==> config.mk <==
export PLATFORM = sky130hd
export DESIGN_NAME = gpio_port_register_block
export DESIGN_NICKNAME = d
export VERILOG_FILES = /design/src/rtl/gpio_pkg.sv /design/src/rtl/gpio_port_register_block.sv /design/src/rtl/gpio_dec.sv /design/src/rtl/gpio_core.sv
export SDC_FILE = /design/constraint.sdc
export NUM_CORES = 1
export LEC_CHECK = 0
export BUFFER_PORTS_ARGS = -buffer_cell sky130_fd_sc_hd__buf_2
export CORE_ASPECT_RATIO = 1.4
export CORE_MARGIN = 8
export CORE_UTILIZATION = 57
export CTS_BUF_LIST = sky130_fd_sc_hd__clkbuf_2 sky130_fd_sc_hd__clkbuf_4 sky130_fd_sc_hd__clkbuf_8
export CTS_CLUSTER_SIZE = 12
export DETAILED_ROUTE_END_ITERATION = 10
export MAX_ROUTING_LAYER = met4
export PLACE_DENSITY_LB_ADDON = 0.1
export SYNTH_ARGS = -nofsm -noshare
export SYNTH_HDL_FRONTEND = slang
export SYNTH_SLANG_ARGS = --single-unit
==> constraint.sdc <==
create_clock -name clk -period 17.5 [get_ports clk]
set_input_delay 2.625 -clock clk [delete_from_list [all_inputs] [get_ports clk]]
set_output_delay 2.625 -clock clk [all_outputs]
set_load 0.05 [all_outputs]
==> src/rtl/gpio_pkg.sv <==
// ----------------------------------------------------------------------------
// GPIO port register package
// Shared constants, register index codes, transaction types and a helper for
// the GPIO port register block.
// ----------------------------------------------------------------------------
package gpio_pkg;

  localparam int NUM_PINS      = 54;
  localparam int FSEL_WORDS    = 6;
  localparam int PINS_PER_WORD = 10;
  localparam int SEL_BITS      = 3;
  localparam int WORD_W        = PINS_PER_WORD * SEL_BITS;
  localparam int WORD_IDX_W    = $clog2(FSEL_WORDS);
  localparam int HALF          = 32;
  localparam int HIGH_W        = 22;
  localparam int PULL_W        = 2;

  localparam logic [SEL_BITS-1:0] SEL_OUTPUT = 3'd1;
  localparam logic [SEL_BITS-1:0] SEL_MASK   = 3'd7;

  localparam logic ACT_READ  = 1'b0;
  localparam logic ACT_WRITE = 1'b1;

  localparam logic [3:0] IDX_FSEL_0    = 4'd0;
  localparam logic [3:0] IDX_FSEL_1    = 4'd1;
  localparam logic [3:0] IDX_FSEL_2    = 4'd2;
  localparam logic [3:0] IDX_FSEL_3    = 4'd3;
  localparam logic [3:0] IDX_FSEL_4    = 4'd4;
  localparam logic [3:0] IDX_FSEL_5    = 4'd5;
  localparam logic [3:0] IDX_SET_LO    = 4'd6;
  localparam logic [3:0] IDX_SET_HI    = 4'd7;
  localparam logic [3:0] IDX_CLR_LO    = 4'd8;
  localparam logic [3:0] IDX_CLR_HI    = 4'd9;
  localparam logic [3:0] IDX_LEV_LO    = 4'd10;
  localparam logic [3:0] IDX_LEV_HI    = 4'd11;
  localparam logic [3:0] IDX_PULL_CODE = 4'd12;
  localparam logic [3:0] IDX_PCLK_LO   = 4'd13;
  localparam logic [3:0] IDX_PCLK_HI   = 4'd14;

  typedef struct packed {
    logic              action;
    logic [3:0]        reg_index;
    logic [31:0]       write_data;
    logic [31:0]       level_low;
    logic [HIGH_W-1:0] level_high;
  } in_t;

  typedef struct packed {
    logic [31:0]         read_data;
    logic [31:0]         drive_low;
    logic [HIGH_W-1:0]   drive_high;
    logic [31:0]         enable_low;
    logic [HIGH_W-1:0]   enable_high;
    logic [63:0]         pull_low;
    logic [2*HIGH_W-1:0] pull_high;
    logic                bad_register;
  } out_t;

  typedef struct packed {
    logic                  fsel_wr;
    logic                  fsel_rd;
    logic                  set_wr;
    logic                  clr_wr;
    logic                  lev_rd;
    logic                  pcode_wr;
    logic                  pcode_rd;
    logic                  pclk_wr;
    logic                  bank;
    logic [WORD_IDX_W-1:0] word;
    logic                  bad;
  } ctrl_t;

  function automatic logic [WORD_W-1:0] fsel_mask(int w);
    logic [WORD_W-1:0] m;
    m = '0;
    for (int k = 0; k < PINS_PER_WORD; k++) begin
      if (w * PINS_PER_WORD + k < NUM_PINS) begin
        m[SEL_BITS*k +: SEL_BITS] = SEL_MASK;
      end
    end
    return m;
  endfunction

endpackage

==> src/rtl/gpio_port_register_block.sv <==
// ----------------------------------------------------------------------------
// GPIO port register block
// Bus-access register port for a 54-pin GPIO: function select, set, clear,
// level, pull code and pull clock registers.
// ----------------------------------------------------------------------------
// Each input transaction is one register access: a read or a write to a
// register index, together with the sampled pin levels. Each access yields
// exactly one result transaction carrying the read data (zero for writes),
// the output latch, the output enables and the pull latch codes as they
// stand after the access, and a flag for an unknown register index.
// The input is captured in an input register; the decode and the state
// update happen between that register and the result register, which
// presents the result once the access has passed through both. One access
// is accepted in every cycle as long as results are taken.
// A synchronous active-low reset clears all pins to inputs, the output latch,
// the pull code and every pin pull latch, and empties both registers.
// When the receiver stalls, the result register holds its transaction and the
// input register takes one more access; in_ready then drops until the result
// is taken.
// ----------------------------------------------------------------------------
module gpio_port_register_block (
  input  logic            clk,
  input  logic            rst_n,
  input  logic            in_valid,
  output logic            in_ready,
  input  gpio_pkg::in_t   in_data,
  output logic            out_valid,
  input  logic            out_ready,
  output gpio_pkg::out_t  out_data
);

  gpio_pkg::in_t   in_r;
  logic            in_valid_r, in_valid_nxt;
  gpio_pkg::out_t  out_r;
  logic            out_valid_r, out_valid_nxt;
  gpio_pkg::ctrl_t ctrl;
  gpio_pkg::out_t  res;
  logic            adv;
  logic            in_acc;

  assign adv      = in_valid_r && (!out_valid_r || out_ready);
  assign in_ready = !in_valid_r || adv;
  assign in_acc   = in_valid && in_ready;

  gpio_dec u_dec (
    .action    (in_r.action),
    .reg_index (in_r.reg_index),
    .ctrl      (ctrl)
  );

  gpio_core u_core (
    .clk        (clk),
    .rst_n      (rst_n),
    .adv        (adv),
    .ctrl       (ctrl),
    .write_data (in_r.write_data),
    .level_low  (in_r.level_low),
    .level_high (in_r.level_high),
    .res        (res)
  );

  always_comb begin
    in_valid_nxt = in_valid_r;
    if (in_acc) begin
      in_valid_nxt = 1'b1;
    end else if (adv) begin
      in_valid_nxt = 1'b0;
    end
    out_valid_nxt = out_valid_r;
    if (adv) begin
      out_valid_nxt = 1'b1;
    end else if (out_ready) begin
      out_valid_nxt = 1'b0;
    end
  end

  always_ff @(posedge clk) begin
    if (!rst_n) begin
      in_valid_r  <= 1'b0;
      out_valid_r <= 1'b0;
    end else begin
      in_valid_r  <= in_valid_nxt;
      out_valid_r <= out_valid_nxt;
    end
  end

  always_ff @(posedge clk) begin
    if (in_acc) begin
      in_r <= in_data;
    end
    if (adv) begin
      out_r <= res;
    end
  end

  assign out_valid = out_valid_r;
  assign out_data  = out_r;

  a_bad_reads_zero: assert property (@(posedge clk) disable iff (!rst_n)
    (out_valid_r && out_r.bad_register) |-> (out_r.read_data == '0))
    else $error("Unknown register index returned nonzero read data.");

  a_write_reads_zero: assert property (@(posedge clk) disable iff (!rst_n)
    (adv && (in_r.action == gpio_pkg::ACT_WRITE)) |=> (out_r.read_data == '0))
    else $error("Write transaction returned nonzero read data.");

  a_ready_when_empty: assert property (@(posedge clk) disable iff (!rst_n)
    !out_valid_r |-> in_ready)
    else $error("Input not ready while the result register is empty.");

  a_adv_fills_out: assert property (@(posedge clk) disable iff (!rst_n)
    adv |=> out_valid_r)
    else $error("Advanced transaction did not reach the result register.");

endmodule

==> src/rtl/gpio_dec.sv <==
// ----------------------------------------------------------------------------
// GPIO register index decoder
// Turns the access kind and register index of a transaction into control flags.
// ----------------------------------------------------------------------------
module gpio_dec (
  input  logic              action,
  input  logic [3:0]        reg_index,
  output gpio_pkg::ctrl_t   ctrl
);

  logic wr;
  logic rd;

  assign wr = (action == gpio_pkg::ACT_WRITE);
  assign rd = (action == gpio_pkg::ACT_READ);

  always_comb begin
    ctrl      = '0;
    ctrl.word = reg_index[gpio_pkg::WORD_IDX_W-1:0];
    unique case (reg_index) inside
      gpio_pkg::IDX_FSEL_0, gpio_pkg::IDX_FSEL_1, gpio_pkg::IDX_FSEL_2,
      gpio_pkg::IDX_FSEL_3, gpio_pkg::IDX_FSEL_4, gpio_pkg::IDX_FSEL_5: begin
        ctrl.fsel_wr = wr;
        ctrl.fsel_rd = rd;
      end
      gpio_pkg::IDX_SET_LO, gpio_pkg::IDX_SET_HI: begin
        ctrl.set_wr = wr;
        ctrl.bank   = (reg_index == gpio_pkg::IDX_SET_HI);
      end
      gpio_pkg::IDX_CLR_LO, gpio_pkg::IDX_CLR_HI: begin
        ctrl.clr_wr = wr;
        ctrl.bank   = (reg_index == gpio_pkg::IDX_CLR_HI);
      end
      gpio_pkg::IDX_LEV_LO, gpio_pkg::IDX_LEV_HI: begin
        ctrl.lev_rd = rd;
        ctrl.bank   = (reg_index == gpio_pkg::IDX_LEV_HI);
      end
      gpio_pkg::IDX_PULL_CODE: begin
        ctrl.pcode_wr = wr;
        ctrl.pcode_rd = rd;
      end
      gpio_pkg::IDX_PCLK_LO, gpio_pkg::IDX_PCLK_HI: begin
        ctrl.pclk_wr = wr;
        ctrl.bank    = (reg_index == gpio_pkg::IDX_PCLK_HI);
      end
      default: begin
        ctrl.bad = 1'b1;
      end
    endcase
  end

endmodule

==> src/rtl/gpio_core.sv <==
// ----------------------------------------------------------------------------
// GPIO port state and result logic
// Holds the select words, output latch, pull code and pin pull latches, applies
// one transaction when it advances and forms the result after the access.
// ----------------------------------------------------------------------------
module gpio_core (
  input  logic                         clk,
  input  logic                         rst_n,
  input  logic                         adv,
  input  gpio_pkg::ctrl_t              ctrl,
  input  logic [31:0]                  write_data,
  input  logic [31:0]                  level_low,
  input  logic [gpio_pkg::HIGH_W-1:0]  level_high,
  output gpio_pkg::out_t               res
);

  localparam int NP = gpio_pkg::NUM_PINS;
  localparam int WW = gpio_pkg::WORD_W;
  localparam int FW = gpio_pkg::FSEL_WORDS;

  logic [FW-1:0][WW-1:0]                 sel_r, sel_nxt;
  logic [NP-1:0]                         latch_r, latch_nxt;
  logic [gpio_pkg::PULL_W-1:0]           pcode_r, pcode_nxt;
  logic [NP-1:0][gpio_pkg::PULL_W-1:0]   pull_r, pull_nxt;
  logic [FW-1:0][WW-1:0]                 fmask;
  logic [63:0]                           data64;
  logic [NP-1:0]                         bits;
  logic [63:0]                           lev64;
  logic [63:0]                           lev_m;
  logic [63:0]                           latch64;
  logic [63:0]                           en64;
  logic [127:0]                          pull128;
  logic [31:0]                           rd_data;

  genvar gw, gp;
  generate
    for (gw = 0; gw < FW; gw++) begin : g_mask
      assign fmask[gw] = gpio_pkg::fsel_mask(gw);
    end
  endgenerate

  assign data64 = ctrl.bank ? {write_data, 32'b0} : {32'b0, write_data};
  assign bits   = data64[NP-1:0];
  assign lev64  = {{(64 - gpio_pkg::HALF - gpio_pkg::HIGH_W){1'b0}}, level_high, level_low};

  always_comb begin
    lev_m = '0;
    lev_m[NP-1:0] = lev64[NP-1:0];
  end

  always_comb begin
    sel_nxt   = sel_r;
    latch_nxt = latch_r;
    pcode_nxt = pcode_r;
    pull_nxt  = pull_r;
    if (adv) begin
      if (ctrl.fsel_wr) begin
        sel_nxt[ctrl.word] = write_data[WW-1:0] & fmask[ctrl.word];
      end
      if (ctrl.set_wr) begin
        latch_nxt = latch_r | bits;
      end
      if (ctrl.clr_wr) begin
        latch_nxt = latch_r & ~bits;
      end
      if (ctrl.pcode_wr) begin
        pcode_nxt = write_data[gpio_pkg::PULL_W-1:0];
      end
      if (ctrl.pclk_wr) begin
        for (int p = 0; p < NP; p++) begin
          if (bits[p]) begin
            pull_nxt[p] = pcode_r;
          end
        end
      end
    end
  end

  always_ff @(posedge clk) begin
    if (!rst_n) begin
      sel_r   <= '0;
      latch_r <= '0;
      pcode_r <= '0;
      pull_r  <= '0;
    end else begin
      sel_r   <= sel_nxt;
      latch_r <= latch_nxt;
      pcode_r <= pcode_nxt;
      pull_r  <= pull_nxt;
    end
  end

  always_comb begin
    rd_data = '0;
    if (ctrl.fsel_rd) begin
      rd_data = {{(32 - WW){1'b0}}, sel_r[ctrl.word]};
    end else if (ctrl.lev_rd) begin
      rd_data = ctrl.bank ? lev_m[63:32] : lev_m[31:0];
    end else if (ctrl.pcode_rd) begin
      rd_data = {{(32 - gpio_pkg::PULL_W){1'b0}}, pcode_r};
    end
  end

  generate
    for (gp = 0; gp < 64; gp++) begin : g_en
      if ((gp < NP) && (gp / gpio_pkg::PINS_PER_WORD < FW)) begin : g_pin
        localparam int W = gp / gpio_pkg::PINS_PER_WORD;
        localparam int K = gp % gpio_pkg::PINS_PER_WORD;
        assign en64[gp] =
          (sel_nxt[W][gpio_pkg::SEL_BITS*K +: gpio_pkg::SEL_BITS] == gpio_pkg::SEL_OUTPUT);
      end else begin : g_none
        assign en64[gp] = 1'b0;
      end
    end
  endgenerate

  always_comb begin
    latch64 = '0;
    latch64[NP-1:0] = latch_nxt;
    pull128 = '0;
    pull128[2*NP-1:0] = pull_nxt;
  end

  always_comb begin
    res.read_data    = rd_data;
    res.drive_low    = latch64[31:0];
    res.drive_high   = latch64[gpio_pkg::HALF +: gpio_pkg::HIGH_W];
    res.enable_low   = en64[31:0];
    res.enable_high  = en64[gpio_pkg::HALF +: gpio_pkg::HIGH_W];
    res.pull_low     = pull128[63:0];
    res.pull_high    = pull128[64 +: 2*gpio_pkg::HIGH_W];
    res.bad_register = ctrl.bad;
  end

endmodule
Word-level counts from Yosys, hierarchy flattened
Memory sizes are Yosys's and may differ from the RTL's. A register that Yosys moved wholly into a read port is not among the register bits.
Cells that the tools add are included.
- equal/unequal tests: 68
- bitwise logic cells: 5
- mux-type cells: 85
- reductions and logical operators: 18
- $lt $le $gt $ge: 2
- operators with widths (cell ; number):
    $mux 162 ; 2
    $mux 108 ; 2
    $mux 54 ; 4
    $bwmux 180 ; 1
    $eq 3x1->1 const B ; 54
    $mux 30 ; 4
    $mux 2 ; 57
    $bmux 30 s3 ; 1
    $demux 30 s3 ; 1
    $mux 32 ; 2
    $and 54x54->54 ; 1
    $not 54->54 ; 1
    $or 54x54->54 ; 1
    $and 30x30->30 ; 1
    $eq 4x4->1 const B ; 7
    $eq 4x3->1 const B ; 4
    $reduce_or 15->1 ; 1
    $mux 1 ; 9
    $eq 4x2->1 const B ; 2
    $reduce_or 2->1 ; 4
    $reduce_or 6->1 ; 1
    $eq 4x1->1 const B ; 1
    $logic_not 4->1 ; 1
    $lt 3x4->1 const B ; 1
    other kinds (9) ; 15
- bits in registers: 686
- word-level logic and storage cells: 258
- bits in read-only memories: 240
- output and inout port bits: 251
- input port bits: 95
- memories: 1
- memories (name ; depth ; width ; rd ports ; clocked after memory_dff ; wr ports ; line ; RTL):
    (name not given) ; 8 ; 30 ; 1 ; 1 ; 0 ; gpio_core.sv:58 ; sel_nxt[ctrl.word] = write_data[WW-1:0] & fmask[ctrl.word];

Longest topological paths before layout
Gate-level depths: netlist of run 1.
- depth after elaboration: 8
- depth in mapped cells: 8
- gate-level depth less buffers: 4

By module
From an unflattened synthesis of run 1, not the netlist that was laid out.
- cell total of the unflattened synthesis: 2241
- area, all modules: 27513.9 µm²
- modules (own cells, without submodules) (module ; cells an instance ; instances ; area each (µm²) ; seq. area each (µm²)):
    gpio_core ; 1868 ; 1 ; 17033.8 ; 6886.6
    gpio_port_register_block ; 349 ; 1 ; 10313.6 ; 10249.8
    gpio_dec ; 24 ; 1 ; 166.4 ; 0.0

Worst setup path before layout of run 1
No wires, ideal clock.
- kind: in2reg
- start point: in out_ready
- end point: reg out_r (netlist bit out_data[0]) (enable)
- stages: 3
- setup time: 0.865 ns
- data arrival time: 13.164 ns
- required time: 16.635 ns
- setup slack: 3.472 ns
- cells stage by stage: nor2b_1 -> clkbuf_1 -> nor2_1
- longest elaborated chain between the ends: 2
- RTL lines (item ; line ; RTL):
    start: declaration ; gpio_port_register_block.sv:28 ; input logic out_ready,
    $logic_or 1x1->1 ; gpio_port_register_block.sv:41 ; assign adv = in_valid_r && (!out_valid_r || out_ready);
    $logic_and 1x1->1 ; gpio_port_register_block.sv:41 ;
    via adv ; gpio_port_register_block.sv:38 ; logic adv;
    end signal: assignment ; gpio_port_register_block.sv:92 ; out_r <= res;
    end: declaration ; gpio_port_register_block.sv:34 ; gpio_pkg::out_t out_r;
The timed path passes the listed nets, and every way through them passes these cells.
A chain may end at the register's enable or synchronous reset.

Final worst setup path of run 1
- start point: in out_ready
- end point: out in_ready
- longest elaborated chain between the ends: 3
- RTL lines (item ; line ; RTL):
    $logic_or 1x1->1 ; gpio_port_register_block.sv:41 ;
    $logic_and 1x1->1 ; gpio_port_register_block.sv:41 ;
    $logic_or 1x1->1 ; gpio_port_register_block.sv:42 ; assign in_ready = !in_valid_r || adv;
    end: declaration ; gpio_port_register_block.sv:25 ; output logic in_ready,
No other way between the ends.

==> reports/results.txt, run 1 <==
status = complete, no violations
worst skew pair latency = 0.68 ns
initial antenna violation count = 8
share of cells above drive strength 1 = 28.3%
TritonCTS clock tree = done
top cell type's share of synthesized area = 37.1%
Crit Path Max Fanout = 7
Rows = 95
H-tree levels = 3
crit path DAT = 3.99 ns
I/O pin total = 346
vias in the first global route = 19,300
Synth async-reset ratio = 0%
mux cell area share after synthesis = 20.6%
Post-Syn Area = 27,500 um^2
HPWL after DPL = 47.8 mm
largest family of logic cells by synthesized area = multiplexers
root buf cell = clkbuf_8
Syn Nets = 2,283
Die Area = 55,600 um^2
most common library cells after synthesis = nand2_1 (380), mux2i_1 (375), dfxtp_1 (347)
Routed Antenna Nets = 0
Synth area leaders = edfxtp_1 (37%), dfxtp_1 (25%), mux2i_1 (14%), mux2_2 (6.0%), nand2_1 (5.2%)
Setup crit start = out_ready
count of final setup violators = 0
DR pass1 iterations = 5
wire length per cell = 22.5 um
core area = 47,800 um^2
Ys Warns = 0
drt total wl = 72.4 mm
gpl congestion = 0.840
CP Data Required Time = 14.88 ns
Slew @ Worst Pin = 1.15 ns
RSZ-0062 raised after global routing = false
Setup Fix Bufs, Post-CTS = 0
compound-cell area share of the yosys netlist = 5.85%
power per cell area = 104 nW/um^2
Max-slew headroom = 23.7%
Final Non-Filler Cells = 3,225
count leader, synth = nand2_1
CP endpoint kind = primary output
largest net degree at the start of global routing = 136
FF-to-FF path depth = 6
DRC viols = 0
first-pass GRT wire length = 109 mm
die height = 276 um
sequential cell area fraction in the yosys report = 62.4%
Synth Flop Type = dfxtp_1
Post-Place Cells = 3,029
Netlist cell types = 41
Setup CP Type = input port to primary output
CTS clock-pin slew for the worst setup and hold paths = 0.06 ns
Cells after Synth = 2,188
adder-cell share of the synthesized area = 0%
fin. max-slew vios = 0
r2r setup slk = 14.29 ns
gr usage total = 25.9%
FF/Latch Area = 17,200 um^2
Hold Path Class = flip-flop to flip-flop
die width = 202 um
Crit Reg-Reg Endpoint = out_data[130]$_DFFE_PP_
multi-input logic area = 9700 um^2
global route overflow = 0
Design Power = 3300 uW
max cap viols = 0
Final min period = 6.62 ns
DR vias/cell = 5.71
Layout area overhead = 15.7%
hold_ws = 0.457 ns
FF-to-FF Start = in_r[88]$_DFFE_PP_
Post-synth EDFFs = 340
Placed Area = 29,700 um^2
syn avg cell area = 12.6 um^2
area leader, netlist = edfxtp_1
VDD IR max = 0.0686 mV
CTS Buf Count = 101
crit path capture = in_ready
fillcell total = 3,710
Final Hold Viols = 0
vias = 18,400
Starting Density = 57.5%
crit share post-route = 37.8%
final instance area = 31,800 um^2
Post-Synth XOR/XNOR Area = 0%
Pleak = 0.0123 uW
clock skew after layout = 0.0275 ns
post-CTS sizing = 0
input/output buffers = 345
CTS Hold Bufs = 0
Fin Setup TNS = 0 ns
number of DRC markers in iteration 0 = 1,303
Worst Setup Start Kind = input port
Clock Sinks = 687
Nets = 2,597
clock tree buffer depth = 3
fmax = 151 MHz
Synth Area in Simple Gates = 8.42%
number of synthesized register bits = 687
-- flip-flops by register name, summed over array words and instances (netlist names), named ones only --
| register | cells |
|---|---|
| in_valid_r | 1 |
| out_valid | 1 |
| in_r | 91 |
| out_data | 249 |
| u_core.latch_r | 54 |
| u_core.pcode_r | 2 |
| u_core.pull_r | 108 |
| u_core.sel_r | 180 |
-- per-stage QoR --
| step | setup slack [ns] | utilization (%) |
|---|---|---|
| after floorplan | 3.47 | - |
| after global routing | 10.79 | 66.6 |
| after CTS | 10.89 | 66.5 |
| after global placement | 10.95 | 62.1 |
| after detailed placement | 10.87 | 62.1 |
| final | 10.88 | 66.6 |
-- routing by layer --
metal	vias to the layer above	routed length, um	global-route usage [%]
li1	8594	-	-
met1	9104	29800	30.3
met2	582	36000	43.1
met3	119	4140	5.10
met4	0	2510	11.9
met5	-	0	-
-- layout by cell type, fill, tap and decap left out, types with 9 or more instances in the layout --
| cell | count |
|---|---|
| nand2_1 | 378 |
| edfxtp_1 | 340 |
| a211oi_1 | 73 |
| o2bb2ai_1 | 10 |
| clkbuf_4 | 41 |
| nor2_1 | 50 |
| mux2_2 | 147 |
| clkinv_2 | 9 |
| o221ai_1 | 10 |
| buf_4 | 34 |
| clkinv_1 | 19 |
| inv_1 | 12 |
| mux4_2 | 11 |
| o22ai_1 | 11 |
| nor3b_1 | 38 |
| o21ai_0 | 12 |
| nand3_1 | 22 |
| o32ai_1 | 9 |
| buf_2 | 344 |
| dfxtp_1 | 345 |
| clkbuf_8 | 113 |
| mux2i_1 | 375 |
| a21oi_1 | 111 |
-- how the worst min path moves through the flow --
stage | startpoint | end | cells past startpoint
after detailed placement | u_core.sel_r[178]$_SDFFE_PN0P_ | u_core.sel_r[178]$_SDFFE_PN0P_ | 2
after global routing | u_core.sel_r[93]$_SDFF_PN0_ | u_core.sel_r[93]$_SDFF_PN0_ | 2
after floorplan | u_core.sel_r[162]$_SDFFE_PN0P_ | u_core.sel_r[162]$_SDFFE_PN0P_ | 2
final | u_core.pull_r[39]$_SDFF_PN0_ | u_core.pull_r[39]$_SDFF_PN0_ | 2
after CTS | u_core.pull_r[80]$_SDFF_PN0_ | u_core.pull_r[80]$_SDFF_PN0_ | 2
after global placement | u_core.pull_r[10]$_SDFF_PN0_ | u_core.pull_r[10]$_SDFF_PN0_ | 2
-- where the power goes --
part           total, uW  switching (uW)  internal (uW)  leakage [uW]
clock               1330             605            724       0.00112
combinational        214             169           44.4       0.00515
sequential          1760            29.4           1730       0.00607
-- critical path, cell delays in order --
cell and delay (ns):
buf_2 0.10, nor2b_1 0.71, nand2_1 0.25, buf_2 0.29
-- kinds of logic (layout without fill, tap and decap cells) --
group | after synthesis | count (layout)
compound gates | 249 | 249
buf+inv | 183 | 583
mux | 534 | 534
other cells | 0 | 7
flops | 687 | 687
simple gates | 535 | 535
-- cell type report --
class	instances	area share, %
antenna	7	0.0551
clock buffer	154	5.86
clock inverter	35	0.751
inverter	15	0.177
multi-input combinational	1318	30.5
sequential	687	53.9
tap	630	2.48
timing repair buffer	379	6.26
Note: power is estimated with default switching activity, not from simulation.
==> run 2, diff against run 1 <==
Settings changed: CORE_UTILIZATION 57 to 54.
Clock period 17.5 ns to 6 ns, I/O delays scaled along.
==> run 2 against run 1 <==
Against the previous run:
- clock-buffer cell count is 13 higher
- routed wire length is 3.6% higher
- flip-flop and latch count unchanged
- register-to-register slack got worse by 12 ns
- total power grew to 3.0 times the previous value
- via count up 0.61%
- sequential power increased to 2.9 times the previous value
- first-iteration DRC count down 4.7%
- critical path type is now flip-flop to primary output
- largest cell class unchanged
==> reports/results.txt, run 2 (synthesis results as in run 1) <==
status = complete, no violations
Starting Density = 54.2% (-3.4 points)
max cap viols = 0 (unchanged)
leading cell type in the layout, fill and taps excluded = nand2_1
wire length per cell = 23.1 um (+2.8%)
count of final setup violators = 0 (unchanged)
Largest stage delay, worst path = 0.79 ns (+0.08 ns)
drt total wl = 75.0 mm (+3.6%)
Die Area = 58,500 um^2 (+5.2%)
fillcell total = 4,032 (+8.7%)
Final min period = 3.25 ns
Slew @ Worst Pin = 1.11 ns (-0.0392 ns)
clock share of power = 41.5% (+1.2 points)
Pleak = 0.0125 uW (+0.91%)
FF/Latch Area = 17,200 um^2 (unchanged)
clock tree buffer depth = 3 (unchanged)
pre-CTS WS = 2.55 ns (-8.33 ns)
Hold Path Class = input port to flip-flop
global route overflow = 0 (unchanged)
CP endpoint kind = primary output
gpl congestion = 0.829 (-1.4%)
gr usage total = 25.9% (-0.070 points)
root buf cell = clkbuf_8
Fin Setup TNS = 0 ns (unchanged)
Setup Fix Bufs, Post-CTS = 0 (unchanged)
multi-input logic area = 9700 um^2 (unchanged)
Layout area overhead = 16.5%
Setup CP Type = flip-flop to primary output
initial antenna violation count = 8 (unchanged)
CTS clock-pin slew for the worst setup and hold paths = 0.06 ns (about the same)
clock skew after layout = 0.0314 ns (+0.00394 ns)
first-pass GRT wire length = 113 mm (+3.5%)
Pint = 7440 uW (+200%)
Largest register FFs = 249 (unchanged)
HPWL after DPL = 49.4 mm (+3.3%)
Comb pwr share = 6.4% (about the same)
sequential share of power = 52.1% (-1.1 points)
I/O pin total = 346 (unchanged)
fin. max-slew vios = 0 (unchanged)
worst skew pair latency = 0.70 ns (+0.02 ns)
Worst Setup Start Kind = flip-flop
vias in the first global route = 19,100 (-0.88%)
post-CTS sizing = 0 (unchanged)
die width = 207 um (+2.5%)
DR pass1 iterations = 5 (unchanged)
Sw Pwr = 2400 uW (+200%)
Max-slew headroom = 26.2% (+2.5 points)
CTS Hold Bufs = 0 (unchanged)
DR vias/cell = 5.70 (-0.13%)
number of DRC markers in iteration 0 = 1,242 (-4.7%)
VDD IR max = 0.209 mV (+200%)
RSZ-0062 raised after global routing = false
power per cell area = 307 nW/um^2 (+200%)
CTS Buf Count = 103 (+2.0%)
Crit Path Max Fanout = 7 (unchanged)
DRC viols = 0 (unchanged)
die height = 283 um (+2.6%)
worst path cell trace = nor2b_1, nand2_1, buf_2
share of cells above drive strength 1 = 28.9% (+0.64 points)
Final Hold Viols = 0 (unchanged)
Rows = 98 (+3.2%)
Worst Setup Slack, final = 2.75 ns (-8.13 ns)
vias = 18,500 (+0.61%)
Routed Antenna Nets = 0 (unchanged)
commonest non-fill, non-tap cells in the layout = nand2_1 (378), mux2i_1 (375), dfxtp_1 (345)
switch share = 24.4% (+0.061 points)
r2r setup slk = 2.77 ns (-11.52 ns)
TritonCTS clock tree = done
crit path DAT = 2.35 ns (-1.64 ns)
fmax = 308 MHz
CP Data Required Time = 5.10 ns (-9.78 ns)
largest net degree at the start of global routing = 110 (-19%)
Clock Sinks = 687 (unchanged)
crit share post-route = 54.2%
input/output buffers = 345 (unchanged)
H-tree levels = 3 (unchanged)
slowest CP cell = nor2b_1
core area = 50,800 um^2 (+6.2%)
Nets = 2,600 (+0.12%)
run 2: cell types whose count changed in the layout (fill, tap and decap cells not counted), moves of 2 or more:
cell and delta:
clkbuf_8 +17, clkinv_1 -13, clkbuf_4 -4, clkinv_2 +4
buf_12 +3, buf_4 -2
run 2: final timing paths:
path	from	end	depth (start not counted)
max reg2reg	in_r[86]$_DFFE_PP_	out_data[146]$_DFFE_PP_	5
max	out_valid$_SDFFE_PN0P_	in_ready	3
min reg2reg	u_core.sel_r[171]$_SDFFE_PN0P_	u_core.sel_r[171]$_SDFFE_PN0P_	2
min	in_data[67]	in_r[67]$_DFFE_PP_	1
run 2: per-layer routing:
metal / vias to the layer above / wire length, um / track usage (%)
met5: - / 0 / -
met4: 0 / 2280 / 10.4
met3: 122 / 5130 / 5.68
met2: 596 / 37600 / 42.3
met1: 9195 / 30000 / 30.7
li1: 8598 / - / -
run 2: worst max-delay path: cells and delay by family, from the launching register on:
| kind | cells | cell delay, ns |
|---|---|---|
| buffers and inverters | 1 | 0.29 |
| flip-flops | 1 | 0.34 |
| AND/OR/NAND/NOR | 2 | 1.04 |
run 2: area by class of cell:
type	count	share of cell area, %
Timing Repair Buffer	380	6.36
Inverter	15	0.176
Multi-Input combinational cell	1318	30.3
Clock inverter	26	0.621
Antenna cell	6	0.0469
Clock buffer	167	6.45
Tap cell	650	2.54
Sequential cell	687	53.5
run 2: power by group through the flow:
stage	sequential (uW)	combinational, uW	clock [uW]
after floorplan	5410	223	0
after global placement	5230	626	0
after detailed placement	5230	632	0
after CTS	5130	633	4180
after global routing	5140	658	4370
final	5130	627	4090
run 2: per-stage QoR:
| step | instances | util [%] | cell area (um^2) | total power [uW] | hold slack (ns) |
|---|---|---|---|---|---|
| detailed placement | 3050 | 58.6 | 29800 | 5860 | 0.446 |
| finish | 3249 | 63.1 | 32000 | 9840 | 0.373 |
| global placement | 3050 | 58.6 | 29800 | 5850 | 0.441 |
| CTS | 3243 | 63.1 | 32000 | 9940 | 0.304 |
| global route | 3249 | 63.1 | 32000 | 10200 | 0.329 |
| floorplan | 2188 | - | 27500 | 5630 | 0.434 |
